<file path="src/assert_macros.svh">
// Assertion macros shared by the decoder RTL.
// Expects i_clk and i_rst_n (synchronous, active low) in the including scope.
`ifndef ASSERT_MACROS_SVH
`define ASSERT_MACROS_SVH

// Property checked at every rising clock edge outside reset
`define ASSERT_AT(lbl, prop, msg) \
    lbl: assert property (@(posedge i_clk) disable iff (!i_rst_n) prop) \
        else $error(msg);

// Implication: when ante holds, cons holds in the same cycle
`define ASSERT_IMPL(lbl, ante, cons, msg) \
    `ASSERT_AT(lbl, (ante) |-> (cons), msg)

`endif

</file>
<file path="src/hsd_pkg.sv">
// Types, constants and code table for the (7,4) soft ML decoder.
// No dependencies; imported by every decoder module.
package hsd_pkg;

    localparam int NUM_CAND = 16;
    localparam int REL_W    = 16;
    localparam int METRIC_W = 33;
    // metric is split into low and high halves for the multiply in two partial products
    localparam int MLO_W    = 17;
    localparam int MHI_W    = METRIC_W - MLO_W;

    localparam logic [METRIC_W-1:0] METRIC_ONE = 33'h1_0000_0000;
    localparam logic [2:0]          LAST_POS   = 3'd6;
    localparam logic [3:0]          LAST_SCAN  = 4'd15;

    typedef struct packed {
        logic             hard_bit;
        logic [REL_W-1:0] reliability;
    } t_in_item;

    typedef struct packed {
        logic [3:0]          decoded_data;
        logic [METRIC_W-1:0] best_metric;
    } t_out_item;

    typedef enum logic [2:0] {
        S_IDLE,
        S_MUL0,
        S_MUL1,
        S_HOLD,
        S_SCAN
    } t_state;

    // control broadcast to the row of metric cells
    typedef struct packed {
        logic       mul_lo;
        logic       mul_hi;
        logic       shift;
        logic       hard;
        logic [2:0] pos;
    } t_cell_ctl;

    // control for the argmax stage at the head of the row
    typedef struct packed {
        logic       step;
        logic       first;
        logic       last;
        logic [3:0] idx;
    } t_pick_ctl;

    // code bit at position pos of the codeword for data nibble j (d0 = MSB)
    function automatic logic cand_bit(input logic [3:0] j, input logic [2:0] pos);
        logic d0, d1, d2, d3;
        logic b;
        d0 = j[3];
        d1 = j[2];
        d2 = j[1];
        d3 = j[0];
        case (pos)
            3'd0:    b = d0;
            3'd1:    b = d1;
            3'd2:    b = d2;
            3'd3:    b = d3;
            3'd4:    b = d0 ^ d1 ^ d2;
            3'd5:    b = d1 ^ d2 ^ d3;
            default: b = d0 ^ d1 ^ d3;
        endcase
        return b;
    endfunction

endpackage

</file>
<file path="src/hsd_pick.sv">
// Argmax at the head of the cell row and the result output register.
// Depends on hsd_pkg. Tie keeps the earlier (lower) candidate index.
module hsd_pick
    import hsd_pkg::*;
(
    input  logic                i_clk,
    input  logic                i_rst_n,
    input  t_pick_ctl           i_ctl,
    input  logic [METRIC_W-1:0] i_metric,
    output logic                o_free,
    output logic                o_out_valid,
    input  logic                i_out_ready,
    output t_out_item           o_out_item
);

    logic [METRIC_W-1:0] r_best_m;
    logic [3:0]          r_best_i;
    logic                r_valid;
    t_out_item           r_item;
    logic                take;
    logic [METRIC_W-1:0] best_m;
    logic [3:0]          best_i;

    // strictly greater wins, so the lowest index keeps a tie
    assign take   = i_ctl.first || (i_metric > r_best_m);
    assign best_m = take ? i_metric : r_best_m;
    assign best_i = take ? i_ctl.idx : r_best_i;

    always_ff @(posedge i_clk) begin
        if (i_ctl.step) begin
            r_best_m <= best_m;
            r_best_i <= best_i;
        end
    end

    // output register, loaded on the last scan step
    always_ff @(posedge i_clk) begin
        if (i_ctl.step && i_ctl.last) begin
            r_item.decoded_data <= best_i;
            r_item.best_metric  <= best_m;
        end
    end

    always_ff @(posedge i_clk) begin
        if (!i_rst_n) begin
            r_valid <= 1'b0;
        end else if (i_ctl.step && i_ctl.last) begin
            r_valid <= 1'b1;
        end else if (i_out_ready) begin
            r_valid <= 1'b0;
        end
    end

    assign o_free      = !r_valid || i_out_ready;
    assign o_out_valid = r_valid;
    assign o_out_item  = r_item;

endmodule

</file>
<file path="config.mk">
export PLATFORM = sky130hd
export DESIGN_NAME = hsd_pick
export DESIGN_NICKNAME = d
export VERILOG_FILES = /design/src/assert_macros.svh /design/src/hsd_pkg.sv /design/src/hsd_pick.sv
export SDC_FILE = /design/constraint.sdc
export NUM_CORES = 1
export LEC_CHECK = 0
export BUFFER_PORTS_ARGS = -buffer_cell sky130_fd_sc_hd__buf_4
export CELL_PAD_IN_SITES_DETAIL_PLACEMENT = 1
export CELL_PAD_IN_SITES_GLOBAL_PLACEMENT = 2
export CORE_MARGIN = 5
export CORE_UTILIZATION = 27
export DETAILED_ROUTE_END_ITERATION = 10
export PLACE_DENSITY_LB_ADDON = 0.05
export SLEW_MARGIN = 20
export SYNTH_ARGS = -nofsm -noshare
export SYNTH_HDL_FRONTEND = slang
export SYNTH_SLANG_ARGS = --single-unit
export TNS_END_PERCENT = 50
</file>
<file path="constraint.sdc">
create_clock -name i_clk -period 2.5 [get_ports i_clk]
set_input_delay 0.375 -clock i_clk [delete_from_list [all_inputs] [get_ports i_clk]]
set_output_delay 0.375 -clock i_clk [all_outputs]
set_load 0.05 [all_outputs]
</file>
# ---- Word-level counts from Yosys, hierarchy flattened
# Cells that the tools add are included.
dict set report word_totals {
  register_bits 75
  inputBits 43
  out_inout_bits 39
  elab_cells 15
}
dict set report op_classes {
  order_cmp 1
  muxes 4
  n_reduce_logical 5
}
# cell count
set op_table {}
lappend op_table {{greater-than comparator 33 bit} 1}
lappend op_table {{2-to-1 mux 33 bit} 1}
lappend op_table {{2-to-1 mux 4 bit} 1}
lappend op_table {{logical OR 1 bit} 2}
lappend op_table {{2-to-1 mux 1 bit} 2}
lappend op_table {{nonzero test 2 bit} 1}
lappend op_table {{logical AND 1 bit} 1}
lappend op_table {{zero test 1 bit} 1}

# ---- Logic depth before layout (Yosys ltp)
dict set report logic_depth {
  depth_word 3
  ltp_mapped 9
  mapped_depth_nobuf 8
}

# ---- Worst setup path after synthesis
# OpenSTA, ideal clock, no wires.
dict set report synth_timing {
  path_type {input to register}
  start {in i_metric[32]}
  end {reg r_item (netlist bit o_out_item[10]) (data pin)}
  setup_ns 0.262
  arrival_ns 2.277
  required_ns 2.238
  slack_ns -0.039
  path_stages 8
  n_path_buf 1
  path_cell_list {ha_1 > nand4_4 > nor4_4 > and4bb_1 > nor3_1 > a31oi_4 > buf_8 > mux2_4}
}
dict set report synth_via {
  elab_chain_cells 3
}
# element line
set synth_lines {}
lappend synth_lines {{start, declared} hsd_pick.sv:9} ;# input logic [METRIC_W-1:0] i_metric,
lappend synth_lines {{greater-than comparator 33 bit} hsd_pick.sv:25} ;# assign take = i_ctl.first || (i_metric > r_best_m);
lappend synth_lines {{logical OR 1 bit} hsd_pick.sv:25}
lappend synth_lines {{2-to-1 mux 33 bit} hsd_pick.sv:26} ;# assign best_m = take ? i_metric : r_best_m;
lappend synth_lines {{net best_m[10]} hsd_pick.sv:21} ;# logic [METRIC_W-1:0] best_m;
lappend synth_lines {{end, declared} hsd_pick.sv:19} ;# t_out_item r_item;
# The timed path passes the listed nets, and every way through them passes these cells.
# A chain may end at the register's enable or synchronous reset.

# ---- Final worst setup path
dict set report layout_timing {
  start {reg r_best_m[32]}
  end {reg r_item (netlist bit o_out_item[26]) (data pin)}
}
dict set report layout_via {
  elab_chain_cells 3
}
# element line
set layout_lines {}
lappend layout_lines {{start, declared} hsd_pick.sv:16} ;# logic [METRIC_W-1:0] r_best_m;
lappend layout_lines {{start signal, assigned} hsd_pick.sv:31} ;# r_best_m <= best_m;
lappend layout_lines {{greater-than comparator 33 bit} hsd_pick.sv:25}
lappend layout_lines {{logical OR 1 bit} hsd_pick.sv:25}
lappend layout_lines {{2-to-1 mux 33 bit} hsd_pick.sv:26}
lappend layout_lines {{net best_m[26]} hsd_pick.sv:21}
# The timed path passes the listed nets, and every way through them passes these cells.

==> flow_metrics.tcl <==
set metrics [dict create \
    setup.worst_path.start_class "register" \
    report.final.setup_viol 74 \
    timing.slew.headroom_pct 60.9 \
    floorplan.die_area_mm2 0.0162 \
    syn-num-nets 316 \
    clk_root_buffer_cell "clkbuf_16" \
    max_slew.worst_pin.slew_ns 0.586 \
    wire_per_inst_um 16.0 \
    clkLatencyLatePin_ns 0.34 \
    synth_sequential_area_ratio_pct 60.2 \
    result_of_the_run "finished with violations" \
    num_antenna_cells 0 \
    criticalPathCategory "reg -> reg" \
    crit_path_cell_trace "inv_2, ha_4, nand4_4, nor4_4, and4bb_1, nor3_2, a31oi_4, buf_6, buf_12, mux2_4" \
    critical_path.n_buffers_inverters 3 \
    num_vias 2337 \
    path_delay_family "simple AND/OR/NAND/NOR gates" \
    synth_edf_count 74 \
    syn_inst 240 \
    final_cell_mix "buf_4, edfxtp_1, mux2_4, inv_1, ha_1" \
    final.fill_count 1409 \
    worstPathRequired_ns 2.58 \
    layout.cells.most_common "buf_4" \
    postSynthRegisterBits 75 \
    stdcell_area_mm2 0.00543 \
    synth_top_cell_area_share_pct 59.6 \
    place_congestion 0.677 \
    placedInstanceArea_mm2 0.00483 \
    dp_hpwl_mm 6.02 \
    grt_antenna_before_repair 0 \
    chipHeight_um 127 \
    routed_wirelength_mm 8.69 \
    synth-async-reset-ratio_pct 0 \
    area_growth_pct 45.6 \
    tritoncts_clock_tree "built" \
    rows 43 \
    grt_overflow 0 \
    post_synth_num_cell_types 26 \
    placement.io_buffers 81 \
    ios 82 \
    nNetsFinal 436 \
    post-route-util_pct 39.6 \
    hold_viol_final 0 \
    first_pass_grt_wire_length_mm 13.9 \
    synthFlopType "edfxtp_1" \
    endpoint_kind "register" \
    largest_net_degree_at_the_start_of_global_routing 38 \
    chipWidth_um 127 \
    post_route_cells_drive_above_1_share_pct 53.3 \
    arrival_ns 2.64 \
    hp-class "in -> reg" \
    postSynthAreaPerCell_um2 15.5 \
    power-per-cell-area_mw_per_mm2 669 \
    violations "negative setup slack" \
    timing.max_cap.violations 0 \
    crit_fanout 7 \
    final-max-slew-violation-count 0 \
    total_clock_buffers_created_by_cts 9 \
    clock_sink_count 75 \
    placed_cells_incl_taps 521 \
    cpMaxStageDelayCell "edfxtp_1" \
    crit_path_max_incr_delay_ns 0.37 \
    clockBufferDepth 2 \
    drt.antenna.violating_nets 0 \
    rsz_0062_raised_after_global_routing "true" \
    drc 0 \
    fin_cells 544 \
    core_mm2 0.0137 \
    ys_warn_count 0 \
    final_min_period_over_clock_period_pct 102 \
    leakage_nw 2.35 \
    aggregate_global_route_resource_usage_pct 11.4 \
    ff2ff_setup_slack_ns -0.06 \
    cts_hold_buf 0 \
    dr.first_iter.drc_count 55 \
    initial_core_util_pct 27.2 \
    post_synth_main_area_contributors "edfxtp_1, mux2_4, ha_1" \
    via_count_of_the_first_global_routing_pass 2633 \
    viasPerCell 4.30 \
    final_critical_path_setup_slack_ns -0.0600 \
    synthDominantAreaCellType "edfxtp_1" \
    fin_crit_ns 2.56 \
    clkSlewWorstSetupHoldPaths_ns 0.06 \
    drt_pre_antenna_iters 4 \
    timing.fmax_mhz 391 \
    clock_skew_ns 0.00909 \
    ir_worst_vdd_mv 0.311 \
    syn-cell-area_mm2 0.00373 \
    h_tree_lvls 3 \
]
logic make-up (layout without fill, tap and decap cells):
kind of cell	count (synthesis)	count (layout)	share of synthesized area, %
simple gates	30	30	5.20
compound gates	26	26	4.50
fa+ha+maj	33	33	11.1
mux	37	37	14.2
buf+inv	39	163	4.84
flops	75	75	60.2
cell type report:
| cell class | instances | area [um2] | share of cell area, % |
|---|---|---|---|
| Clock inverter | 3 | 40.0 | 0.738 |
| Inverter | 36 | 135 | 2.49 |
| Sequential cell | 75 | 2240 | 41.3 |
| Tap cell | 180 | 225 | 4.15 |
| Clock buffer | 12 | 236 | 4.36 |
| Timing Repair Buffer | 112 | 962 | 17.7 |
| Multi-Input combinational cell | 126 | 1590 | 29.2 |
cell usage after synthesis (2+ instances only):
cell type  number
ha_1           33
edfxtp_1       74
nor3_1          3
nand2_1         9
nand4_1         6
a221oi_1        2
buf_8           3
nand3_1         4
mux2_4         30
inv_1          36
mux2_2          7
o21ai_0         5
a21oi_1        14
nor2_1          2
worst reg2reg max path, stage by stage, from the launching register on:
cell,delay [ns]
edfxtp_1,0.37
inv_2,0.06
ha_4,0.27
nand4_4,0.13
nor4_4,0.35
and4bb_1,0.25
nor3_2,0.06
a31oi_4,0.20
buf_6,0.17
buf_12,0.14
mux2_4,0.31
where the power goes:
group,internal (W),switching (W),total [W],leakage [nW]
logic,0.000412,0.000411,0.000823,1.49
clock network,0.000765,0.000490,0.00125,0.136
registers,0.00151,0.0000388,0.00155,0.718
total,0.00269,0.000940,0.00363,2.35
stage by stage:
stage	hold slack (ns)	total power, W	setup slack (ns)	setup TNS (ns)
CTS	0.272	0.00370	-0.0937	-5.40
floorplan	0.487	0.00203	-0.0104	-0.626
detailed placement	0.521	0.00230	-0.263	-18.52
global route	0.275	0.00383	-0.176	-11.43
finish	0.298	0.00363	-0.0600	-2.75
global placement	0.504	0.00230	-0.255	-18.11
per-layer routing:
layer	up-vias	wire [um]	GRT usage, %
met5	-	0	0
met2	59	4070	18.0
met3	12	501	4.35
met4	0	178	5.30
met1	1132	3940	13.9
li1	1134	-	-
what timing repair did:
action | CTS | global route
gates cloned | 3 | 0
pin swaps | 10 | 7
endpoints found under the setup margin | 74 | 74
endpoints found under the hold margin | 0 | 0
gates resized for setup | 30 | 4
setup buffers | 4 | 1
path summary, 6_finish.rpt:
path / from / endpoint / cells after the start
setup / recovery: r_best_m[32] / o_out_item[26] / 10
hold / removal: i_rst_n / o_out_valid / 2
setup reg to reg: r_best_m[32] / o_out_item[26] / 10
hold reg to reg: o_out_valid / o_out_valid / 2
flip-flops by register name, indices dropped and copies added, names as in the netlist:
signal and flops:
o_out_item 37, o_out_valid 1, r_best_i 4, r_best_m 33
(Power assumes the default switching activity.)
