**config.mk**
```make
export PLATFORM = sky130hd
export DESIGN_NAME = hsd_cell
export DESIGN_NICKNAME = d
export VERILOG_FILES = /design/src/assert_macros.svh /design/src/hsd_pkg.sv /design/src/hsd_cell.sv
export SDC_FILE = /design/constraint.sdc
export NUM_CORES = 1
export LEC_CHECK = 0
export ABC_CLOCK_PERIOD_IN_PS = 10800
export BUFFER_PORTS_ARGS = -buffer_cell sky130_fd_sc_hd__buf_4
export CORE_MARGIN = 1
export CORE_UTILIZATION = 55
export DETAILED_ROUTE_END_ITERATION = 8
export GPL_TIMING_DRIVEN = 0
export HOLD_SLACK_MARGIN = 0.08
export PLACE_DENSITY = 0.84
export SYNTH_ARGS = -nofsm -noshare
export SYNTH_HDL_FRONTEND = slang
export SYNTH_SLANG_ARGS = --single-unit
```
**constraint.sdc**
```tcl
create_clock -name i_clk -period 10.8 [get_ports i_clk]
set_input_delay 3.24 -clock i_clk [delete_from_list [all_inputs] [get_ports i_clk]]
set_output_delay 3.24 -clock i_clk [all_outputs]
set_load 0.01 [all_outputs]
```
**src/assert_macros.svh**
```systemverilog
// Assertion macros shared by the decoder RTL.
// Expects i_clk and i_rst_n (synchronous, active low) in the including scope.
`ifndef ASSERT_MACROS_SVH
`define ASSERT_MACROS_SVH

// Property checked at every rising clock edge outside reset
`define ASSERT_AT(lbl, prop, msg) \
    lbl: assert property (@(posedge i_clk) disable iff (!i_rst_n) prop) \
        else $error(msg);

// Implication: when ante holds, cons holds in the same cycle
`define ASSERT_IMPL(lbl, ante, cons, msg) \
    `ASSERT_AT(lbl, (ante) |-> (cons), msg)

`endif

```
**src/hsd_pkg.sv**
```systemverilog
// Types, constants and code table for the (7,4) soft ML decoder.
// No dependencies; imported by every decoder module.
package hsd_pkg;

    localparam int NUM_CAND = 16;
    localparam int REL_W    = 16;
    localparam int METRIC_W = 33;
    // metric is split into low and high halves for the multiply in two partial products
    localparam int MLO_W    = 17;
    localparam int MHI_W    = METRIC_W - MLO_W;

    localparam logic [METRIC_W-1:0] METRIC_ONE = 33'h1_0000_0000;
    localparam logic [2:0]          LAST_POS   = 3'd6;
    localparam logic [3:0]          LAST_SCAN  = 4'd15;

    typedef struct packed {
        logic             hard_bit;
        logic [REL_W-1:0] reliability;
    } t_in_item;

    typedef struct packed {
        logic [3:0]          decoded_data;
        logic [METRIC_W-1:0] best_metric;
    } t_out_item;

    typedef enum logic [2:0] {
        S_IDLE,
        S_MUL0,
        S_MUL1,
        S_HOLD,
        S_SCAN
    } t_state;

    // control broadcast to the row of metric cells
    typedef struct packed {
        logic       mul_lo;
        logic       mul_hi;
        logic       shift;
        logic       hard;
        logic [2:0] pos;
    } t_cell_ctl;

    // control for the argmax stage at the head of the row
    typedef struct packed {
        logic       step;
        logic       first;
        logic       last;
        logic [3:0] idx;
    } t_pick_ctl;

    // code bit at position pos of the codeword for data nibble j (d0 = MSB)
    function automatic logic cand_bit(input logic [3:0] j, input logic [2:0] pos);
        logic d0, d1, d2, d3;
        logic b;
        d0 = j[3];
        d1 = j[2];
        d2 = j[1];
        d3 = j[0];
        case (pos)
            3'd0:    b = d0;
            3'd1:    b = d1;
            3'd2:    b = d2;
            3'd3:    b = d3;
            3'd4:    b = d0 ^ d1 ^ d2;
            3'd5:    b = d1 ^ d2 ^ d3;
            default: b = d0 ^ d1 ^ d3;
        endcase
        return b;
    endfunction

endpackage

```
**src/hsd_cell.sv**
```systemverilog
// One metric cell of the decoder row: holds one candidate's metric.
// Depends on hsd_pkg. Multiplies by the bit weight in two partial products, shifts in scan.
module hsd_cell
    import hsd_pkg::*;
#(
    parameter int RB  = 16,
    parameter int IDX = 0
) (
    input  logic                i_clk,
    input  logic                i_rst_n,
    input  t_cell_ctl           i_ctl,
    input  logic [RB:0]         i_w_hit,
    input  logic [RB:0]         i_w_miss,
    input  logic [METRIC_W-1:0] i_shift_in,
    output logic [METRIC_W-1:0] o_metric
);

    localparam int WW  = RB + 1;
    localparam int PLW = MLO_W + WW;
    localparam int PHW = MHI_W + WW;
    localparam int SW  = METRIC_W + 1 + WW;

    logic [METRIC_W-1:0] r_metric;
    logic [PLW-1:0]      r_plo;
    logic [WW-1:0]       w;
    logic [PLW-1:0]      n_plo;
    logic [PHW-1:0]      phi;
    logic [SW-1:0]       sum;
    logic [METRIC_W-1:0] n_metric;

    // weight: r on a match with the hard bit, complement otherwise
    assign w = (cand_bit(4'(IDX), i_ctl.pos) == i_ctl.hard) ? i_w_hit : i_w_miss;

    // low partial product is registered on mul_lo, high one plus sum on mul_hi
    assign n_plo    = PLW'(r_metric[MLO_W-1:0]) * PLW'(w);
    assign phi      = PHW'(r_metric[METRIC_W-1:MLO_W]) * PHW'(w);
    assign sum      = (SW'(phi) << MLO_W) + SW'(r_plo);
    assign n_metric = sum[RB+METRIC_W-1:RB];

    always_ff @(posedge i_clk) begin
        if (i_ctl.mul_lo) begin
            r_plo <= n_plo;
        end
    end

    // metric register: scan shift refills with 1.0 from the tail
    always_ff @(posedge i_clk) begin
        if (!i_rst_n) begin
            r_metric <= METRIC_ONE;
        end else if (i_ctl.shift) begin
            r_metric <= i_shift_in;
        end else if (i_ctl.mul_hi) begin
            r_metric <= n_metric;
        end
    end

    assign o_metric = r_metric;

endmodule

```
# Word-level counts from Yosys, hierarchy flattened

Cells that the tools add are included.

Add/sub/neg operators: 1
Multipliers: 2
Multiplexer cells: 3
Reductions and logical operators: 1

Operator list:

| operator           | number |
|---|---|
| $mux W33           | 2 |
| $add A49 B34 Y49   | 1 |
| $mul A17 B17 Y34   | 1 |
| $mul A16 B17 Y32   | 1 |
| $mux W17           | 1 |
| $reduce_bool A2 Y1 | 1 |

Register bits: 67

# Logic depth before layout (Yosys ltp)

Depth in word-level cells: 5
Depth in mapped cells: 34
Depth with buffers taken out: 31

# Worst setup path before layout

Ideal clock, no wire load.

Path kind: input port to flip-flop
From: input port i_ctl[3] in the netlist's numbering
To: register r_metric[23], in the netlist o_metric[23]
Setup time: 0.059 ns
Data arrival time: 10.775 ns
Required time: 10.741 ns
Slack: -0.034 ns
Stages: 32
Buffers on the path: 3
Cell sequence: clkbuf_1 -> buf_1 -> mux2_2 -> clkbuf_1 -> and2_1 -> fa_1 -> inv_1 -> fa_1 -> fa_1 -> fa_1 -> inv_1 -> fa_1 -> fa_1 -> ha_1 -> and3_1 -> o21a_1 -> o31a_1 -> or2_4 -> a21oi_1 -> o21bai_1 -> a21oi_1 -> xnor2_1 -> ha_1 -> a21o_1 -> a21oi_1 -> nand2_1 -> a211o_1 -> nand3_4 -> nor3_2 -> xnor2_1 -> a211oi_1 -> a31o_1

Cells in the longest elaborated chain, start to end: 5

Ends and longest elaborated chain:

| what                 | line           | source |
|---|---|---|
| from (decl)          | hsd_cell.sv:11 | `input t_cell_ctl i_ctl,` |
| $mux W17             | hsd_cell.sv:32 | `assign w = (cand_bit(4'(IDX), i_ctl.pos) == i_ctl.hard) ? i_w_hit : i_w_miss;` |
| $mul A16 B17 Y32     | hsd_cell.sv:36 | `assign phi = PHW'(r_metric[METRIC_W-1:MLO_W]) * PHW'(w);` |
| $add A49 B34 Y49     | hsd_cell.sv:37 | `assign sum = (SW'(phi) << MLO_W) + SW'(r_plo);` |
| $mux W33             | hsd_cell.sv:52 | `end else if (i_ctl.mul_hi) begin` |
| $mux W33             | hsd_cell.sv:50 | `end else if (i_ctl.shift) begin` |
| to (signal assigned) | hsd_cell.sv:51 | `r_metric <= i_shift_in;` |
| to (signal assigned) | hsd_cell.sv:53 | `r_metric <= n_metric;` |
| to (decl)            | hsd_cell.sv:23 | `logic [METRIC_W-1:0] r_metric;` |

Every way passes these cells. The select of a mux whose other input is x is not followed.
A chain may end at the register's enable or synchronous reset.

# Final worst setup path

Ends and elaborated chain as after synthesis.

==> impl_results.md <==
* Worst Skew at 0.0126 ns
* WP data arrival at 10.77 ns
* IO Pins at 109
* Synthesized flop and latch total at 51
* Library cells used by synthesis at 79
* Multi-input logic area at 17800 µm²
* Clock latency on the worst-skew pair at 0.30 ns
* Seq/Total Area, Yosys at 5.65%
* Clock root buffer master: clkbuf_16
* Period utilization at a little over nine tenths
* FF+latch area at 1200 µm²
* Synth warnings at 0
* Post-Syn Area per Cell at 8.76 µm²
* Critical Path Fanout Max at 10
* Total CTS buffers at 5
* Diode count at 0
* Endpoint class of the critical path: flop
* Max_slew headroom at 33.0%
* Required @ worst endpoint at 11.00 ns
* Slew Limit Fails at 0
* Synthesized area at 21300 µm²
* Routed via count at about 18000
* Rows at 71
* Area delta synth->final at 8.05%
* Clk buf depth at 2
* Startpoint Class: input port
* 1st-iter DRT viols at approximately 1800
* Worst path slowest cell: fa_1
* Drt wl/cell at 20.3 µm
* RR Startpoint: o_metric[25]
* Overflow after GRT at 0
* Port-buffer cells at 103
* Achievable Freq at 94.6 MHz
* Placed Area at 22700 µm²
* GR Util All Layers at 33.1%
* Post-route cell area at 23000 µm²
* Outcome: finished, final reports clean
* Share of cells above drive strength 1 at under 10%
* Critical path type: input port to flop
* Worst-path clk slew at roughly 0.08 ns
* Syn Inst Count at ~2400
* FFs w/ async S/R, synth at 0%
* Most common cell type on the critical path: fa_1
* Antenna viol nets, final at 0
* H-tree level count at 2
* Pin count of the biggest net entering global routing at 19
* Antenna violations before repair at 1
* First-pass GRT wire length at 99000 µm
* Die Ht at approximately 200 µm
* Cts hold-fix bufs at 0
* Post-synth net total at approximately 3200
* Total core area at approximately 38000 µm²
* Post-layout nets at 3266
* Worst hold start: r_plo[16]
* Critical path launch point: i_ctl[3]
* Hold Vio Cnt, Final at 0
* Iteration count of the initial detailed-routing pass at 6
* Final WL at around 62000 µm
* Hold Path Class: flop to flop
* CTS tree: done
* Min Tclk post-route at 10.57 ns
* Worst slew pin tran at between 1 and 1.5 ns
* Final setup fails at 0
* Die X at 199 µm
* Max-Cap Viols at 0
* Starting Density at 56.2%
* Average vias per placed instance at 5.75
* Vias in the first global route at roughly 18000
* CTS sink count at 51
* Die area at 39500 µm²
* EDFF count, synth at 18
* # DRC at 0
* Main synth FF type: dfxtp_1
* # fillers at 3182
* Post-DP HPWL at 51900 µm
* Final GP Congestion at 1.01
* Max incr delay on CP at 0.56 ns
stage by stage:
stage | utilization [%] | TNS [ns] | std cells | hold WS [ns] | setup slack (ns)
floorplan | - | 0 | 2428 | 0.570 | 0.0981
global placement | 59.9 | -10.85 | 3042 | 0.597 | -0.856
detailed placement | 59.9 | -12.21 | 3042 | 0.621 | -0.909
CTS | 60.5 | 0 | 3049 | 0.636 | 0.0208
global route | 60.7 | -0.0188 | 3048 | 0.684 | -0.0188
finish | 60.7 | 0 | 3048 | 0.638 | 0.231
path summary, 6_finish.rpt:
kind | slack [ns] | end | cells past startpoint
min reg2reg | 0.64 | o_metric[0] | 4
min | 0.64 | o_metric[0] | 4
max | 0.23 | o_metric[23] | 32
max reg2reg | 2.78 | o_metric[24] | 25
per-layer routing:
layer | GRT usage, % | up-vias | wire length (µm)
met2 | 50.6 | 1063 | 27400
met4 | 17.5 | 0 | 3900
met3 | 6.71 | 233 | 6780
met5 | 0 | - | 0
met1 | 44.4 | 8594 | 23900
li1 | - | 7648 | -
state kept, by name, summed over array words and instances (netlist names):
| register | cells |
|---|---|
| o_metric | 33 |
| r_plo | 18 |
cell usage in the layout (no fill, tap or decap), drive strengths merged, types with 3 or more instances in the layout:
cell type and n:
nor2b 7, xnor2 44, a21o 22, a31o 6, fa 430, o21bai 6, edfxtp 18, a211o 6
or3 9, nand3 20, a211oi 20, nand2 383, nor3 13, nand2b 8, ha 224, and2 224
o211ai 6, nor2 54, clkbuf 101, a311oi 4, buf 125, o31a 4, and3 11, inv 501
nor3b 6, a21oi 60, nand4 8, xor2 22, nor4 5, o21a 14, o21ai 49, or2 3
dfxtp 33, mux2i 21, mux2 17, o31ai 3, a31oi 12
critical path: cells and delay by family:
| family | cells | cell delay (ns) |
|---|---|---|
| adders and majority gates | 8 | 3.58 |
| AOI/OAI and AO/OA | 10 | 1.65 |
| and+or+nand+nor | 6 | 0.90 |
| buffers and inverters | 5 | 0.64 |
| xor gates and xnor gates | 2 | 0.39 |
| muxes | 1 | 0.36 |
cell usage after synthesis, types with 4 or more instances:
cell	instances	area, µm²
xor2_1	22	193
inv_1	500	1880
o21ai_1	8	40.0
clkbuf_1	105	394
o31a_1	4	35.0
a21oi_1	60	300
o21bai_1	6	45.0
o21ai_0	41	205
a211o_1	6	52.6
fa_1	430	8610
nand2b_1	8	50.1
a21o_1	22	165
nor3b_1	6	45.0
o21a_1	14	105
mux2_2	17	191
nand4_1	7	43.8
mux2i_1	21	210
nor3_1	10	50.1
nor2b_1	6	37.5
and3_1	10	62.6
xnor2_1	44	385
o211ai_1	6	45.0
a31oi_1	12	75.1
buf_1	12	45.0
nand3_1	18	90.1
a211oi_1	19	143
edfxtp_1	18	541
or3_1	9	56.3
nand2_1	383	1440
nor2_1	54	203
ha_1	224	2800
and2_1	224	1400
nor4_1	4	25.0
dfxtp_1	33	661
area by class of cell:
| class | instances | share of cell area, % |
|---|---|---|
| tap | 511 | 2.78 |
| multi-input combinational | 1757 | 77.5 |
| sequential | 51 | 5.23 |
| buffer | 113 | 2.16 |
| clock buffer | 5 | 0.544 |
| inverter | 500 | 8.17 |
| timing repair buffer | 108 | 3.58 |
| clock inverter | 3 | 0.0817 |
cells by family (layout without fill, tap and decap cells):
family | after synthesis | in the layout | share of synthesized area (%)
xor gates and xnor gates | 66 | 66 | 2.72
buffers and inverters | 620 | 729 | 11.0
adders and majority gates | 654 | 654 | 53.6
muxes | 38 | 38 | 1.89
DFF | 51 | 51 | 5.65
and+or+nand+nor | 760 | 760 | 17.6
AOI/OAI and AO/OA | 239 | 239 | 7.60
what timing repair did:
| action | in CTS | in global routing |
|---|---|---|
| resized for setup | 20 | 55 |
| setup buffers | 1 | 4 |
| pin swaps | 1 | 4 |
| endpoints found under the setup margin | 18 | 18 |
Power is not shown: default switching activity piles up to over one toggle a cycle in this logic, so the estimate is an artifact.
